## config.mk

```make
export PLATFORM = sky130hd
export DESIGN_NAME = table_driven_priority_quantum_scheduler
export DESIGN_NICKNAME = d
export VERILOG_FILES = /design/src/rtl/tqs_pkg.sv /design/src/rtl/tqs_ram.sv /design/src/rtl/table_driven_priority_quantum_scheduler.sv
export SDC_FILE = /design/constraint.sdc
export NUM_CORES = 2
export LEC_CHECK = 0
export BUFFER_PORTS_ARGS = -buffer_cell sky130_fd_sc_hd__buf_2
export CAP_MARGIN = 25
export CORE_MARGIN = 2
export CORE_UTILIZATION = 42
export CTS_BUF_LIST = sky130_fd_sc_hd__clkbuf_8
export DETAILED_ROUTE_END_ITERATION = 16
export GPL_TIMING_DRIVEN = 0
export PLACE_DENSITY_LB_ADDON = 0.25
export SYNTH_ARGS = -nofsm -noshare
export SYNTH_HDL_FRONTEND = slang
export SYNTH_SLANG_ARGS = --single-unit
export TNS_END_PERCENT = 1
```

## constraint.sdc

```tcl
create_clock -name clk -period 42.8 [get_ports clk]
set_clock_uncertainty 0.2 [all_clocks]
set_input_delay 2.14 -clock clk [delete_from_list [all_inputs] [get_ports clk]]
set_output_delay 2.14 -clock clk [all_outputs]
set_load 0.02 [all_outputs]
```

## src/rtl/tqs_pkg.sv

```systemverilog
// tqs_pkg: types, constants and helper functions for the quantum scheduler
// used by table_driven_priority_quantum_scheduler
package tqs_pkg;

    localparam int CAPACITY_DEF    = 16;
    localparam int TABLE_SLOTS_DEF = 8;

    localparam logic [3:0] PRIO_LOW  = 4'd1;
    localparam logic [3:0] PRIO_HIGH = 4'd10;

    localparam logic CMD_SUBMIT = 1'b0;
    localparam logic CMD_TICK   = 1'b1;

    typedef enum logic [1:0] {
        CFG_QLEN  = 2'd0,
        CFG_TLEN  = 2'd1,
        CFG_TABLE = 2'd2
    } cfg_idx_t;

    typedef enum logic [2:0] {
        ST_IDLE,
        ST_FREE,
        ST_MOD,
        ST_REL,
        ST_REL_WR,
        ST_DSP,
        ST_DSP_WR,
        ST_DONE
    } state_t;

    // one stored task as kept in the slot memory
    typedef struct packed {
        logic [15:0] id;
        logic [3:0]  prio;
        logic [15:0] remaining;
        logic [15:0] arrival;
        logic [31:0] stamp;
    } slot_t;

    // result waiting for the output register
    typedef struct packed {
        logic        accepted;
        logic        dispatched;
        logic [15:0] ran_id;
        logic [3:0]  new_priority;
        logic [15:0] remaining;
        logic        finished;
        logic [15:0] quantum_index;
    } res_t;

    function automatic logic [3:0] clamp_prio(input logic [3:0] p);
        logic [3:0] r;
        r = p;
        if (p < PRIO_LOW) r = PRIO_LOW;
        if (p > PRIO_HIGH) r = PRIO_HIGH;
        return r;
    endfunction

    // distance of priority p from start in upward wrapping search order
    function automatic logic [3:0] prio_rank(input logic [3:0] p, input logic [3:0] start);
        logic [3:0] r;
        if (p >= start) r = p - start;
        else r = p + PRIO_HIGH - start;
        return r;
    endfunction

endpackage

```

## src/rtl/tqs_ram.sv

```systemverilog
// tqs_ram: generic single write port, single read port ram with registered read
// no package dependency
module tqs_ram #(
    parameter int WIDTH = 8,
    parameter int DEPTH = 16
) (
    input  logic                     clk,
    input  logic                     we,
    input  logic [$clog2(DEPTH)-1:0] waddr,
    input  logic [WIDTH-1:0]         wdata,
    input  logic [$clog2(DEPTH)-1:0] raddr,
    output logic [WIDTH-1:0]         rdata
);

    logic [WIDTH-1:0] mem [DEPTH];

    always_ff @(posedge clk)
    begin
        if (we)
        begin
            mem[waddr] <= wdata;
        end
        rdata <= mem[raddr];
    end

endmodule

```

## src/rtl/table_driven_priority_quantum_scheduler.sv

```systemverilog
// Priority quantum scheduler with per-priority fifo order kept by age stamps.
// One item at a time: a submit searches for the lowest free slot over the valid bits, one per
// cycle; a tick finds the slot table index (bit-serial remainder of the quantum count by the
// table length), then makes one pass over the slot memory through its single read port for
// each release, one more release pass that finds nothing, and the final dispatch pass, each
// pass followed by its write-back state; the item is taken in the idle state and the result
// is presented from the done state. Results sit in an output register; the next item is
// taken once the result has been moved into that register.
// Depends on tqs_pkg and tqs_ram.
module table_driven_priority_quantum_scheduler #(
    parameter int CAPACITY    = tqs_pkg::CAPACITY_DEF,
    parameter int TABLE_SLOTS = tqs_pkg::TABLE_SLOTS_DEF
) (
    input  logic        clk,
    input  logic        rst_n,
    input  logic        cfg_valid,
    output logic        cfg_ready,
    input  logic [1:0]  cfg_index,
    input  logic [31:0] cfg_data,
    input  logic        in_valid,
    output logic        in_ready,
    input  logic        cmd,
    input  logic [15:0] task_id,
    input  logic [3:0]  task_priority,
    input  logic [15:0] run_time,
    input  logic [15:0] arrival_quantum,
    output logic        out_valid,
    input  logic        out_ready,
    output logic        accepted,
    output logic        dispatched,
    output logic [15:0] ran_id,
    output logic [3:0]  new_priority,
    output logic [15:0] remaining,
    output logic        finished,
    output logic        idle,
    output logic [15:0] quantum_index
);

    localparam int IW = $clog2(CAPACITY);
    localparam int CW = $clog2(CAPACITY + 1);
    localparam int SW = $bits(tqs_pkg::slot_t);

    tqs_pkg::state_t state_reg, state_next;

    logic [15:0] qlen_reg;
    logic [3:0]  tlen_reg;
    logic [31:0] table_reg;

    logic [CAPACITY-1:0] valid_reg, valid_next;
    logic [CAPACITY-1:0] ready_reg, ready_next;
    logic [31:0] stamp_cnt_reg, stamp_cnt_next;
    logic [15:0] qcount_reg, qcount_next;

    logic        cmd_reg, cmd_next;
    logic [15:0] id_reg, id_next;
    logic [3:0]  prio_reg, prio_next;
    logic [15:0] rt_reg, rt_next;
    logic [15:0] arr_reg, arr_next;

    logic [CW-1:0] scan_cnt_reg, scan_cnt_next;
    logic          ev_vld_reg, ev_vld_next;
    logic [IW-1:0] ev_idx_reg, ev_idx_next;

    logic              best_found_reg, best_found_next;
    logic [IW-1:0]     best_idx_reg, best_idx_next;
    tqs_pkg::slot_t    best_word_reg, best_word_next;
    logic [31:0]       best_age_reg, best_age_next;
    logic [3:0]        best_rank_reg, best_rank_next;

    logic [3:0] mod_cnt_reg, mod_cnt_next;
    logic [3:0] mod_rem_reg, mod_rem_next;
    logic [3:0] start_reg, start_next;

    tqs_pkg::res_t res_reg, res_next;

    logic        out_valid_reg, out_valid_next;
    tqs_pkg::res_t out_res_reg, out_res_next;
    logic        out_idle_reg, out_idle_next;

    // slot memory port
    logic           ram_we;
    logic [IW-1:0]  ram_waddr;
    tqs_pkg::slot_t ram_wdata;
    logic [SW-1:0]  ram_rdata;
    tqs_pkg::slot_t rd_word;

    tqs_ram #(
        .WIDTH (SW),
        .DEPTH (CAPACITY)
    ) u_slots (
        .clk   (clk),
        .we    (ram_we),
        .waddr (ram_waddr),
        .wdata (ram_wdata),
        .raddr (scan_cnt_reg[IW-1:0]),
        .rdata (ram_rdata)
    );

    assign rd_word = tqs_pkg::slot_t'(ram_rdata);

    // configuration registers
    assign cfg_ready = 1'b1;

    always_ff @(posedge clk or negedge rst_n)
    begin
        if (!rst_n)
        begin
            qlen_reg  <= 16'd1;
            tlen_reg  <= 4'd1;
            table_reg <= 32'd1;
        end
        else if (cfg_valid)
        begin
            case (tqs_pkg::cfg_idx_t'(cfg_index))
                tqs_pkg::CFG_QLEN:  qlen_reg  <= cfg_data[15:0];
                tqs_pkg::CFG_TLEN:  tlen_reg  <= cfg_data[3:0];
                tqs_pkg::CFG_TABLE: table_reg <= cfg_data;
                default: ;
            endcase
        end
    end

    logic [3:0]  len_eff;
    logic [2:0]  entry;
    logic [15:0] ql_eff;
    logic [31:0] ev_age;
    logic [3:0]  ev_rank;
    logic        ev_match;
    logic        ev_better;
    logic        scan_end;
    logic [4:0]  mod_shift;
    tqs_pkg::slot_t upd_word;
    logic        runs_on;

    always_comb
    begin
        state_next      = state_reg;
        valid_next      = valid_reg;
        ready_next      = ready_reg;
        stamp_cnt_next  = stamp_cnt_reg;
        qcount_next     = qcount_reg;
        cmd_next        = cmd_reg;
        id_next         = id_reg;
        prio_next       = prio_reg;
        rt_next         = rt_reg;
        arr_next        = arr_reg;
        scan_cnt_next   = scan_cnt_reg;
        ev_vld_next     = 1'b0;
        ev_idx_next     = ev_idx_reg;
        best_found_next = best_found_reg;
        best_idx_next   = best_idx_reg;
        best_word_next  = best_word_reg;
        best_age_next   = best_age_reg;
        best_rank_next  = best_rank_reg;
        mod_cnt_next    = mod_cnt_reg;
        mod_rem_next    = mod_rem_reg;
        start_next      = start_reg;
        res_next        = res_reg;
        out_valid_next  = out_valid_reg;
        out_res_next    = out_res_reg;
        out_idle_next   = out_idle_reg;
        ram_we          = 1'b0;
        ram_waddr       = best_idx_reg;
        ram_wdata       = best_word_reg;
        in_ready        = 1'b0;
        upd_word        = best_word_reg;
        runs_on         = 1'b0;

        len_eff = tlen_reg;
        if (tlen_reg < 4'd1) len_eff = 4'd1;
        if (tlen_reg > 4'(TABLE_SLOTS)) len_eff = 4'(TABLE_SLOTS);
        entry  = mod_rem_reg[2:0];
        ql_eff = (qlen_reg == 16'd0) ? 16'd1 : qlen_reg;
        mod_shift = {mod_rem_reg, qcount_reg[~mod_cnt_reg]};

        // evaluation stage of the scan pipeline
        ev_age  = stamp_cnt_reg - rd_word.stamp;
        ev_rank = tqs_pkg::prio_rank(rd_word.prio, start_reg);
        if (state_reg == tqs_pkg::ST_REL)
        begin
            ev_match  = valid_reg[ev_idx_reg] && !ready_reg[ev_idx_reg]
                        && (rd_word.arrival <= qcount_reg);
            ev_better = !best_found_reg || (ev_age > best_age_reg);
        end
        else
        begin
            ev_match  = valid_reg[ev_idx_reg] && ready_reg[ev_idx_reg];
            ev_better = !best_found_reg || (ev_rank < best_rank_reg)
                        || ((ev_rank == best_rank_reg) && (ev_age > best_age_reg));
        end
        scan_end = (scan_cnt_reg == CW'(CAPACITY)) && !ev_vld_reg;

        if (out_valid_reg && out_ready)
        begin
            out_valid_next = 1'b0;
        end

        case (state_reg)
            tqs_pkg::ST_IDLE:
            begin
                in_ready = 1'b1;
                if (in_valid)
                begin
                    cmd_next      = cmd;
                    id_next       = task_id;
                    prio_next     = tqs_pkg::clamp_prio(task_priority);
                    rt_next       = run_time;
                    arr_next      = arrival_quantum;
                    scan_cnt_next = '0;
                    res_next      = '0;
                    res_next.quantum_index = qcount_reg;
                    mod_cnt_next  = '0;
                    mod_rem_next  = '0;
                    state_next = (cmd == tqs_pkg::CMD_TICK) ? tqs_pkg::ST_MOD
                                                            : tqs_pkg::ST_FREE;
                end
            end

            tqs_pkg::ST_FREE:
            begin
                // lowest free slot, one valid bit per cycle
                if (scan_cnt_reg == CW'(CAPACITY))
                begin
                    state_next = tqs_pkg::ST_DONE;
                end
                else if (!valid_reg[scan_cnt_reg[IW-1:0]])
                begin
                    ram_we              = 1'b1;
                    ram_waddr           = scan_cnt_reg[IW-1:0];
                    ram_wdata.id        = id_reg;
                    ram_wdata.prio      = prio_reg;
                    ram_wdata.remaining = rt_reg;
                    ram_wdata.arrival   = arr_reg;
                    ram_wdata.stamp     = stamp_cnt_reg;
                    stamp_cnt_next      = stamp_cnt_reg + 32'd1;
                    valid_next[scan_cnt_reg[IW-1:0]] = 1'b1;
                    ready_next[scan_cnt_reg[IW-1:0]] = (arr_reg <= qcount_reg);
                    res_next.accepted   = 1'b1;
                    state_next          = tqs_pkg::ST_DONE;
                end
                else
                begin
                    scan_cnt_next = scan_cnt_reg + CW'(1);
                end
            end

            tqs_pkg::ST_MOD:
            begin
                // restoring remainder of quantum count by table length, one bit a cycle
                if (5'(mod_shift) >= 5'(len_eff))
                begin
                    mod_rem_next = 4'(mod_shift - 5'(len_eff));
                end
                else
                begin
                    mod_rem_next = 4'(mod_shift);
                end
                mod_cnt_next = mod_cnt_reg + 4'd1;
                if (mod_cnt_reg == 4'd15)
                begin
                    scan_cnt_next   = '0;
                    best_found_next = 1'b0;
                    state_next      = tqs_pkg::ST_REL;
                end
            end

            tqs_pkg::ST_REL, tqs_pkg::ST_DSP:
            begin
                if (state_reg == tqs_pkg::ST_REL)
                begin
                    start_next = tqs_pkg::clamp_prio(table_reg[{entry, 2'b00} +: 4]);
                end
                if (scan_cnt_reg != CW'(CAPACITY))
                begin
                    ev_vld_next   = 1'b1;
                    ev_idx_next   = scan_cnt_reg[IW-1:0];
                    scan_cnt_next = scan_cnt_reg + CW'(1);
                end
                if (ev_vld_reg && ev_match && ev_better)
                begin
                    best_found_next = 1'b1;
                    best_idx_next   = ev_idx_reg;
                    best_word_next  = rd_word;
                    best_age_next   = ev_age;
                    best_rank_next  = ev_rank;
                end
                if (scan_end)
                begin
                    state_next = (state_reg == tqs_pkg::ST_REL) ? tqs_pkg::ST_REL_WR
                                                                : tqs_pkg::ST_DSP_WR;
                end
            end

            tqs_pkg::ST_REL_WR:
            begin
                scan_cnt_next   = '0;
                best_found_next = 1'b0;
                if (best_found_reg)
                begin
                    upd_word.stamp = stamp_cnt_reg;
                    ram_we         = 1'b1;
                    ram_wdata      = upd_word;
                    stamp_cnt_next = stamp_cnt_reg + 32'd1;
                    ready_next[best_idx_reg] = 1'b1;
                    state_next     = tqs_pkg::ST_REL;
                end
                else
                begin
                    state_next = tqs_pkg::ST_DSP;
                end
            end

            tqs_pkg::ST_DSP_WR:
            begin
                if (best_found_reg)
                begin
                    res_next.dispatched = 1'b1;
                    res_next.ran_id     = best_word_reg.id;
                    runs_on = best_word_reg.remaining > ql_eff;
                    if (runs_on)
                    begin
                        upd_word.remaining = best_word_reg.remaining - ql_eff;
                        if (best_word_reg.prio < tqs_pkg::PRIO_HIGH)
                        begin
                            upd_word.prio = best_word_reg.prio + 4'd1;
                        end
                        upd_word.stamp = stamp_cnt_reg;
                        ram_we         = 1'b1;
                        ram_wdata      = upd_word;
                        stamp_cnt_next = stamp_cnt_reg + 32'd1;
                        res_next.new_priority = upd_word.prio;
                        res_next.remaining    = upd_word.remaining;
                    end
                    else
                    begin
                        res_next.new_priority = best_word_reg.prio;
                        res_next.finished     = 1'b1;
                        valid_next[best_idx_reg] = 1'b0;
                        ready_next[best_idx_reg] = 1'b0;
                    end
                end
                if (qcount_reg != 16'hFFFF)
                begin
                    qcount_next = qcount_reg + 16'd1;
                end
                state_next = tqs_pkg::ST_DONE;
            end

            tqs_pkg::ST_DONE:
            begin
                if (!out_valid_reg || out_ready)
                begin
                    out_valid_next = 1'b1;
                    out_res_next   = res_reg;
                    out_idle_next  = ~|valid_reg;
                    state_next     = tqs_pkg::ST_IDLE;
                end
            end

            default:
            begin
                state_next = tqs_pkg::ST_IDLE;
            end
        endcase
    end

    always_ff @(posedge clk or negedge rst_n)
    begin
        if (!rst_n)
        begin
            state_reg      <= tqs_pkg::ST_IDLE;
            valid_reg      <= '0;
            ready_reg      <= '0;
            stamp_cnt_reg  <= '0;
            qcount_reg     <= '0;
            scan_cnt_reg   <= '0;
            ev_vld_reg     <= 1'b0;
            best_found_reg <= 1'b0;
            mod_cnt_reg    <= '0;
            out_valid_reg  <= 1'b0;
        end
        else
        begin
            state_reg      <= state_next;
            valid_reg      <= valid_next;
            ready_reg      <= ready_next;
            stamp_cnt_reg  <= stamp_cnt_next;
            qcount_reg     <= qcount_next;
            scan_cnt_reg   <= scan_cnt_next;
            ev_vld_reg     <= ev_vld_next;
            best_found_reg <= best_found_next;
            mod_cnt_reg    <= mod_cnt_next;
            out_valid_reg  <= out_valid_next;
        end
    end

    always_ff @(posedge clk)
    begin
        cmd_reg       <= cmd_next;
        id_reg        <= id_next;
        prio_reg      <= prio_next;
        rt_reg        <= rt_next;
        arr_reg       <= arr_next;
        ev_idx_reg    <= ev_idx_next;
        best_idx_reg  <= best_idx_next;
        best_word_reg <= best_word_next;
        best_age_reg  <= best_age_next;
        best_rank_reg <= best_rank_next;
        mod_rem_reg   <= mod_rem_next;
        start_reg     <= start_next;
        res_reg       <= res_next;
        out_res_reg   <= out_res_next;
        out_idle_reg  <= out_idle_next;
    end

    assign out_valid     = out_valid_reg;
    assign accepted      = out_res_reg.accepted;
    assign dispatched    = out_res_reg.dispatched;
    assign ran_id        = out_res_reg.ran_id;
    assign new_priority  = out_res_reg.new_priority;
    assign remaining     = out_res_reg.remaining;
    assign finished      = out_res_reg.finished;
    assign idle          = out_idle_reg;
    assign quantum_index = out_res_reg.quantum_index;

    // a submit never dispatches and a tick never stores
    a_kind_excl: assert property (@(posedge clk) disable iff (!rst_n)
        out_valid |-> !(accepted && dispatched))
        else $error("result both accepted and dispatched");

    a_fin_disp: assert property (@(posedge clk) disable iff (!rst_n)
        out_valid && finished |-> dispatched && remaining == 16'd0)
        else $error("finished without dispatch or with time left");

    a_requeue_left: assert property (@(posedge clk) disable iff (!rst_n)
        out_valid && dispatched && !finished |-> remaining != 16'd0)
        else $error("requeued task with no time left");

    a_qcount_step: assert property (@(posedge clk) disable iff (!rst_n)
        qcount_reg != $past(qcount_reg) |-> $past(state_reg) == tqs_pkg::ST_DSP_WR)
        else $error("quantum count moved outside dispatch write");

    a_submit_cmd: assert property (@(posedge clk) disable iff (!rst_n)
        state_reg == tqs_pkg::ST_FREE |-> cmd_reg == tqs_pkg::CMD_SUBMIT)
        else $error("free slot search on a tick");

endmodule
```

==> metrics.txt <==
# TYPE chip_impl_metric gauge
chip_impl_info{name="outcome",value="finished clean"} 1
chip_impl_metric{name="drt_pass1_iterations",unit=""} 6
chip_impl_metric{name="min_path_cells",unit=""} 0
chip_impl_metric{name="power.leakage",unit="nW"} 30.28
chip_impl_metric{name="die_area",unit="µm²"} 182400
chip_impl_metric{name="peakVddDrop",unit="V"} 0.00003364
chip_impl_metric{name="cts_hold_repair.buffers",unit=""} 0
chip_impl_metric{name="power",unit="mW"} 5.184
chip_impl_metric{name="yosysTopAreaCellShare",unit="%"} 65.62
chip_impl_metric{name="synth.cell_area",unit="µm²"} 75190
chip_impl_metric{name="worstPathRequired",unit="ns"} 43.27
chip_impl_metric{name="layoutNonFillerInstCount",unit=""} 7298
chip_impl_metric{name="io_buffers",unit=""} 149
chip_impl_metric{name="drv_cap",unit=""} 0
chip_impl_metric{name="numCtsBuffers",unit=""} 317
chip_impl_metric{name="worstMarginPinSlew",unit="ns"} 1.184
chip_impl_metric{name="average_wire_length_per_cell_after_detail_routing",unit="µm"} 28.52
chip_impl_info{name="setup_repair_after_global_routing_missed_its_margin",value="no"} 1
chip_impl_metric{name="critical_path_peak_fanout",unit=""} 15
chip_impl_metric{name="nNetsFinal",unit=""} 4923
chip_impl_metric{name="cts_sinks",unit=""} 1874
chip_impl_metric{name="fillers",unit=""} 14500
chip_impl_info{name="grt.busiest_layer",value="met2"} 1
chip_impl_metric{name="power_frac_seq",unit="%"} 44.4
chip_impl_metric{name="vias",unit=""} 41810
chip_impl_metric{name="grt_start_max_net_pins",unit=""} 101
chip_impl_metric{name="number_of_synthesized_register_bits",unit=""} 1874
chip_impl_metric{name="cellPowerDensity",unit="nW/µm²"} 58.61
chip_impl_metric{name="grtUsageMet3",unit="%"} 4.666
chip_impl_metric{name="worst_setup_hold_path_clk_slew",unit="ns"} 0.06
chip_impl_metric{name="async_flop_share",unit="%"} 7.844
chip_impl_metric{name="antenna_violating_nets_post_route",unit=""} 0
chip_impl_info{name="synth_area_leader_cell",value="sky130_fd_sc_hd__edfxtp_1"} 1
chip_impl_metric{name="routed_wirelength",unit="mm"} 208.1
chip_impl_metric{name="grtUsageMet2",unit="%"} 35.07
chip_impl_metric{name="gp_congestion",unit=""} 0.8772
chip_impl_metric{name="fin_crit",unit="ns"} 8.390
chip_impl_metric{name="total_switching_power",unit="mW"} 1.588
chip_impl_metric{name="slew_headroom",unit="%"} 21.09
chip_impl_metric{name="start_util",unit="%"} 42.19
chip_impl_metric{name="grt_antenna_before_repair",unit=""} 7
chip_impl_metric{name="syn2layout_area_growth",unit="%"} 17.64
chip_impl_metric{name="clock_power_share",unit="%"} 29.4
chip_impl_metric{name="number_of_enable_type_register_cells_in_the_synthesized_netlist",unit=""} 1643
chip_impl_metric{name="finalMaxSlewViolations",unit=""} 0
chip_impl_metric{name="insertion_delay",unit="ns"} 1.04
chip_impl_metric{name="fin_setup_tns",unit="ns"} 0
chip_impl_info{name="holdCritPathClass",value="flip-flop to flip-flop"} 1
chip_impl_info{name="startpoint_type",value="flip-flop"} 1
chip_impl_metric{name="dp_hpwl",unit="mm"} 145.7
chip_impl_info{name="synthTopCellsByArea",value="sky130_fd_sc_hd__edfxtp_1 (66%), sky130_fd_sc_hd__mux4_2 (13%), sky130_fd_sc_hd__dfrtp_1 (4.8%)"} 1
chip_impl_metric{name="die_w",unit="µm"} 427.1
chip_impl_metric{name="die_h",unit="µm"} 427.1
chip_impl_metric{name="synthCells",unit=""} 4045
chip_impl_metric{name="largest_register_ffs",unit=""} 1344
chip_impl_metric{name="report.final.setup_viol",unit=""} 0
chip_impl_metric{name="arrival",unit="ns"} 8.86
chip_impl_metric{name="r2r_cells",unit=""} 18
chip_impl_metric{name="postSynthNetCount",unit=""} 4276
chip_impl_metric{name="synthesis.yosys.warnings",unit=""} 0
chip_impl_metric{name="switching_share",unit="%"} 30.63
chip_impl_info{name="ys_dominant_reg_cell",value="sky130_fd_sc_hd__edfxtp_1"} 1
chip_impl_metric{name="hold_viol_final",unit=""} 0
chip_impl_metric{name="grt_first_pass_wirelength",unit="mm"} 296.0
chip_impl_info{name="tritoncts",value="built"} 1
chip_impl_metric{name="use_met1",unit="%"} 32.73
chip_impl_metric{name="gr-total-overflow",unit=""} 0
chip_impl_info{name="critical_path.endpoint_type",value="flip-flop"} 1
chip_impl_metric{name="seq_area_frac_synth",unit="%"} 72.75
chip_impl_info{name="cts_root_buf",value="sky130_fd_sc_hd__clkbuf_8"} 1
chip_impl_metric{name="grt_pass1_vias",unit=""} 41520
chip_impl_metric{name="post_cts.repair.setup_buffers",unit=""} 0
chip_impl_metric{name="synth_area_per_cell",unit="µm²"} 18.59
chip_impl_metric{name="numPlacedInstances",unit=""} 6722
chip_impl_metric{name="post_cts_resized",unit=""} 0
chip_impl_metric{name="ctsHtreeMaxLevel",unit=""} 5
chip_impl_metric{name="first_iter_violations",unit=""} 4861
chip_impl_info{name="critical_path_class",value="flip-flop to flip-flop"} 1
chip_impl_metric{name="maxClockFrequency",unit="MHz"} 119.2
chip_impl_metric{name="core_area",unit="µm²"} 178200
chip_impl_metric{name="vias_cell",unit=""} 5.730
chip_impl_metric{name="combinationalPowerShare",unit="%"} 26.2
chip_impl_metric{name="drcViolationCount",unit=""} 0
chip_impl_metric{name="final_layout_size_suffix_gt1_share",unit="%"} 26.28
chip_impl_metric{name="final.hold.worst_slack",unit="ns"} 0.1829
chip_impl_metric{name="intPower",unit="mW"} 3.596
chip_impl_metric{name="clk_path_buf_depth",unit=""} 4
chip_impl_metric{name="fp-row-count",unit=""} 155
chip_impl_metric{name="timing.final.crit_share",unit="%"} 19.60
chip_impl_metric{name="grt_use_total",unit="%"} 22.83
chip_impl_metric{name="io-pin-count",unit=""} 151
chip_impl_metric{name="post_synth_num_cell_types",unit=""} 80
## path summary, 6_finish.rpt
path                                             startpoint                             to  slack, ns
max in group asynchronous                             rst_n  stamp_cnt_reg[17]$_DFFE_PN0P_      40.58
worst min register to register  scan_cnt_reg[3]$_DFFE_PN0P_        ev_idx_reg[3]$_DFFE_PP_       0.18
min in group asynchronous                             rst_n      table_reg[16]$_DFFE_PN0P_       0.80
worst max register to register  scan_cnt_reg[1]$_DFFE_PN0P_    u_slots.mem[1][4]$_DFFE_PP_      34.41
worst min-delay path            scan_cnt_reg[3]$_DFFE_PN0P_        ev_idx_reg[3]$_DFFE_PP_       0.18
worst max-delay path            scan_cnt_reg[1]$_DFFE_PN0P_    u_slots.mem[1][4]$_DFFE_PP_      34.41
## worst max-delay path, stage by stage, from the launching register on
cell	delay [ns]
sky130_fd_sc_hd__dfrtp_1	0.48
sky130_fd_sc_hd__clkbuf_1	0.64
sky130_fd_sc_hd__buf_8	0.24
sky130_fd_sc_hd__clkbuf_1	0.67
sky130_fd_sc_hd__clkbuf_1	0.53
sky130_fd_sc_hd__buf_6	0.24
sky130_fd_sc_hd__inv_1	0.12
sky130_fd_sc_hd__ha_1	0.19
sky130_fd_sc_hd__clkbuf_1	0.32
sky130_fd_sc_hd__and4bb_2	0.41
sky130_fd_sc_hd__or3_1	0.31
sky130_fd_sc_hd__o2bb2ai_1	0.68
sky130_fd_sc_hd__clkbuf_1	0.85
sky130_fd_sc_hd__nand3_1	0.56
sky130_fd_sc_hd__o22ai_4	0.74
sky130_fd_sc_hd__buf_12	0.27
sky130_fd_sc_hd__buf_16	0.19
sky130_fd_sc_hd__buf_16	0.19
sky130_fd_sc_hd__buf_16	0.18
## through the flow
step / instance area, µm² / utilization [%] / setup WS, ns
after floorplan: 75190 / - / 29.03
after global placement: 78880 / 44.26 / 19.44
after detailed placement: 82360 / 46.21 / 34.05
after CTS: 88370 / 49.58 / 34.00
after global routing: 88440 / 49.62 / 34.20
final: 88450 / 49.63 / 34.41
## synthesized netlist by cell type (all sizes together), types with 4 or more instances
cell,number
o21bai,5
dfxtp,84
nand3b,7
a21oi,97
o41ai,4
edfxtp,1643
ha,133
o32a,16
mux2,38
mux2i,8
nor3,28
nand2b,15
a31oi,25
o22ai,17
and2,14
nor4,31
o31a,5
or2,9
and4,4
buf,54
o211ai,7
o21a,22
o21ai,127
inv,142
dfrtp,144
nor2,104
a21o,30
and3,43
xnor2,63
a21boi,4
xor2,23
nand4,29
a211oi,20
o31ai,19
nand2,288
or3,9
mux4,446
o311a,15
fa,6
a22oi,6
clkbuf,132
nor2b,21
nand3,65
## cell usage in the layout (no fill, tap or decap), types with 43 or more instances in the layout
master                     synthesis  final
sky130_fd_sc_hd__buf_2            17    172
sky130_fd_sc_hd__clkbuf_1        132    129
sky130_fd_sc_hd__edfxtp_1       1643   1643
sky130_fd_sc_hd__o21ai_0         125    120
sky130_fd_sc_hd__and3_1           43     43
sky130_fd_sc_hd__nor2_1          103    102
sky130_fd_sc_hd__ha_1            133    133
sky130_fd_sc_hd__mux4_2          446    446
sky130_fd_sc_hd__buf_8             0     52
sky130_fd_sc_hd__xnor2_1          63     63
sky130_fd_sc_hd__dfxtp_1          84     84
sky130_fd_sc_hd__nand2_1         288    288
sky130_fd_sc_hd__nand3_1          65     65
sky130_fd_sc_hd__buf_12            0     59
sky130_fd_sc_hd__dfrtp_1         144    144
sky130_fd_sc_hd__inv_1           142    255
sky130_fd_sc_hd__a21oi_1          97     97
sky130_fd_sc_hd__clkbuf_8          0    363
## layer usage
layer  share of wire [%]  vias to the layer above
li1                    -                    17610
met1                  42                    21890
met2                  46                     1980
met3                 8.6                      336
met4                 2.9                        4
met5               0.011                        -
## power groups by stage
stage / logic [mW] / clock network, mW / registers, mW
floorplan: 0.829 / 0 / 2.32
global placement: 1.25 / 0 / 2.36
detailed placement: 1.35 / 0 / 2.34
CTS: 1.35 / 1.56 / 2.30
global route: 1.45 / 1.64 / 2.31
finish: 1.36 / 1.52 / 2.30
## kinds of logic after synthesis
group                    after synthesis  share of synthesized area [%]
flip-flops                          1874                          72.75
AND/OR/NAND/NOR                      675                          4.282
multiplexers                         492                          14.03
AO/OA/AOI/OAI                        449                          3.866
buffers and inverters                329                          1.686
adder cells (fa/ha/maj)              139                          2.373
XOR/XNOR                              86                          1.002
other                                  1                       0.004987
## layout make-up
cell class,count,area (µm²),share of cell area (%)
sequential,1874,54700,61.84
multi-input combinational,1842,19480,22.02
clock buffer,363,4996,5.648
timing repair buffer,328,4025,4.551
tap,2355,2947,3.331
clock inverter,199,1007,1.139
buffer,186,734.5,0.8304
inverter,143,539.3,0.6097
antenna,8,20.02,0.02263
Note: power is estimated with default switching activity, not from simulation.
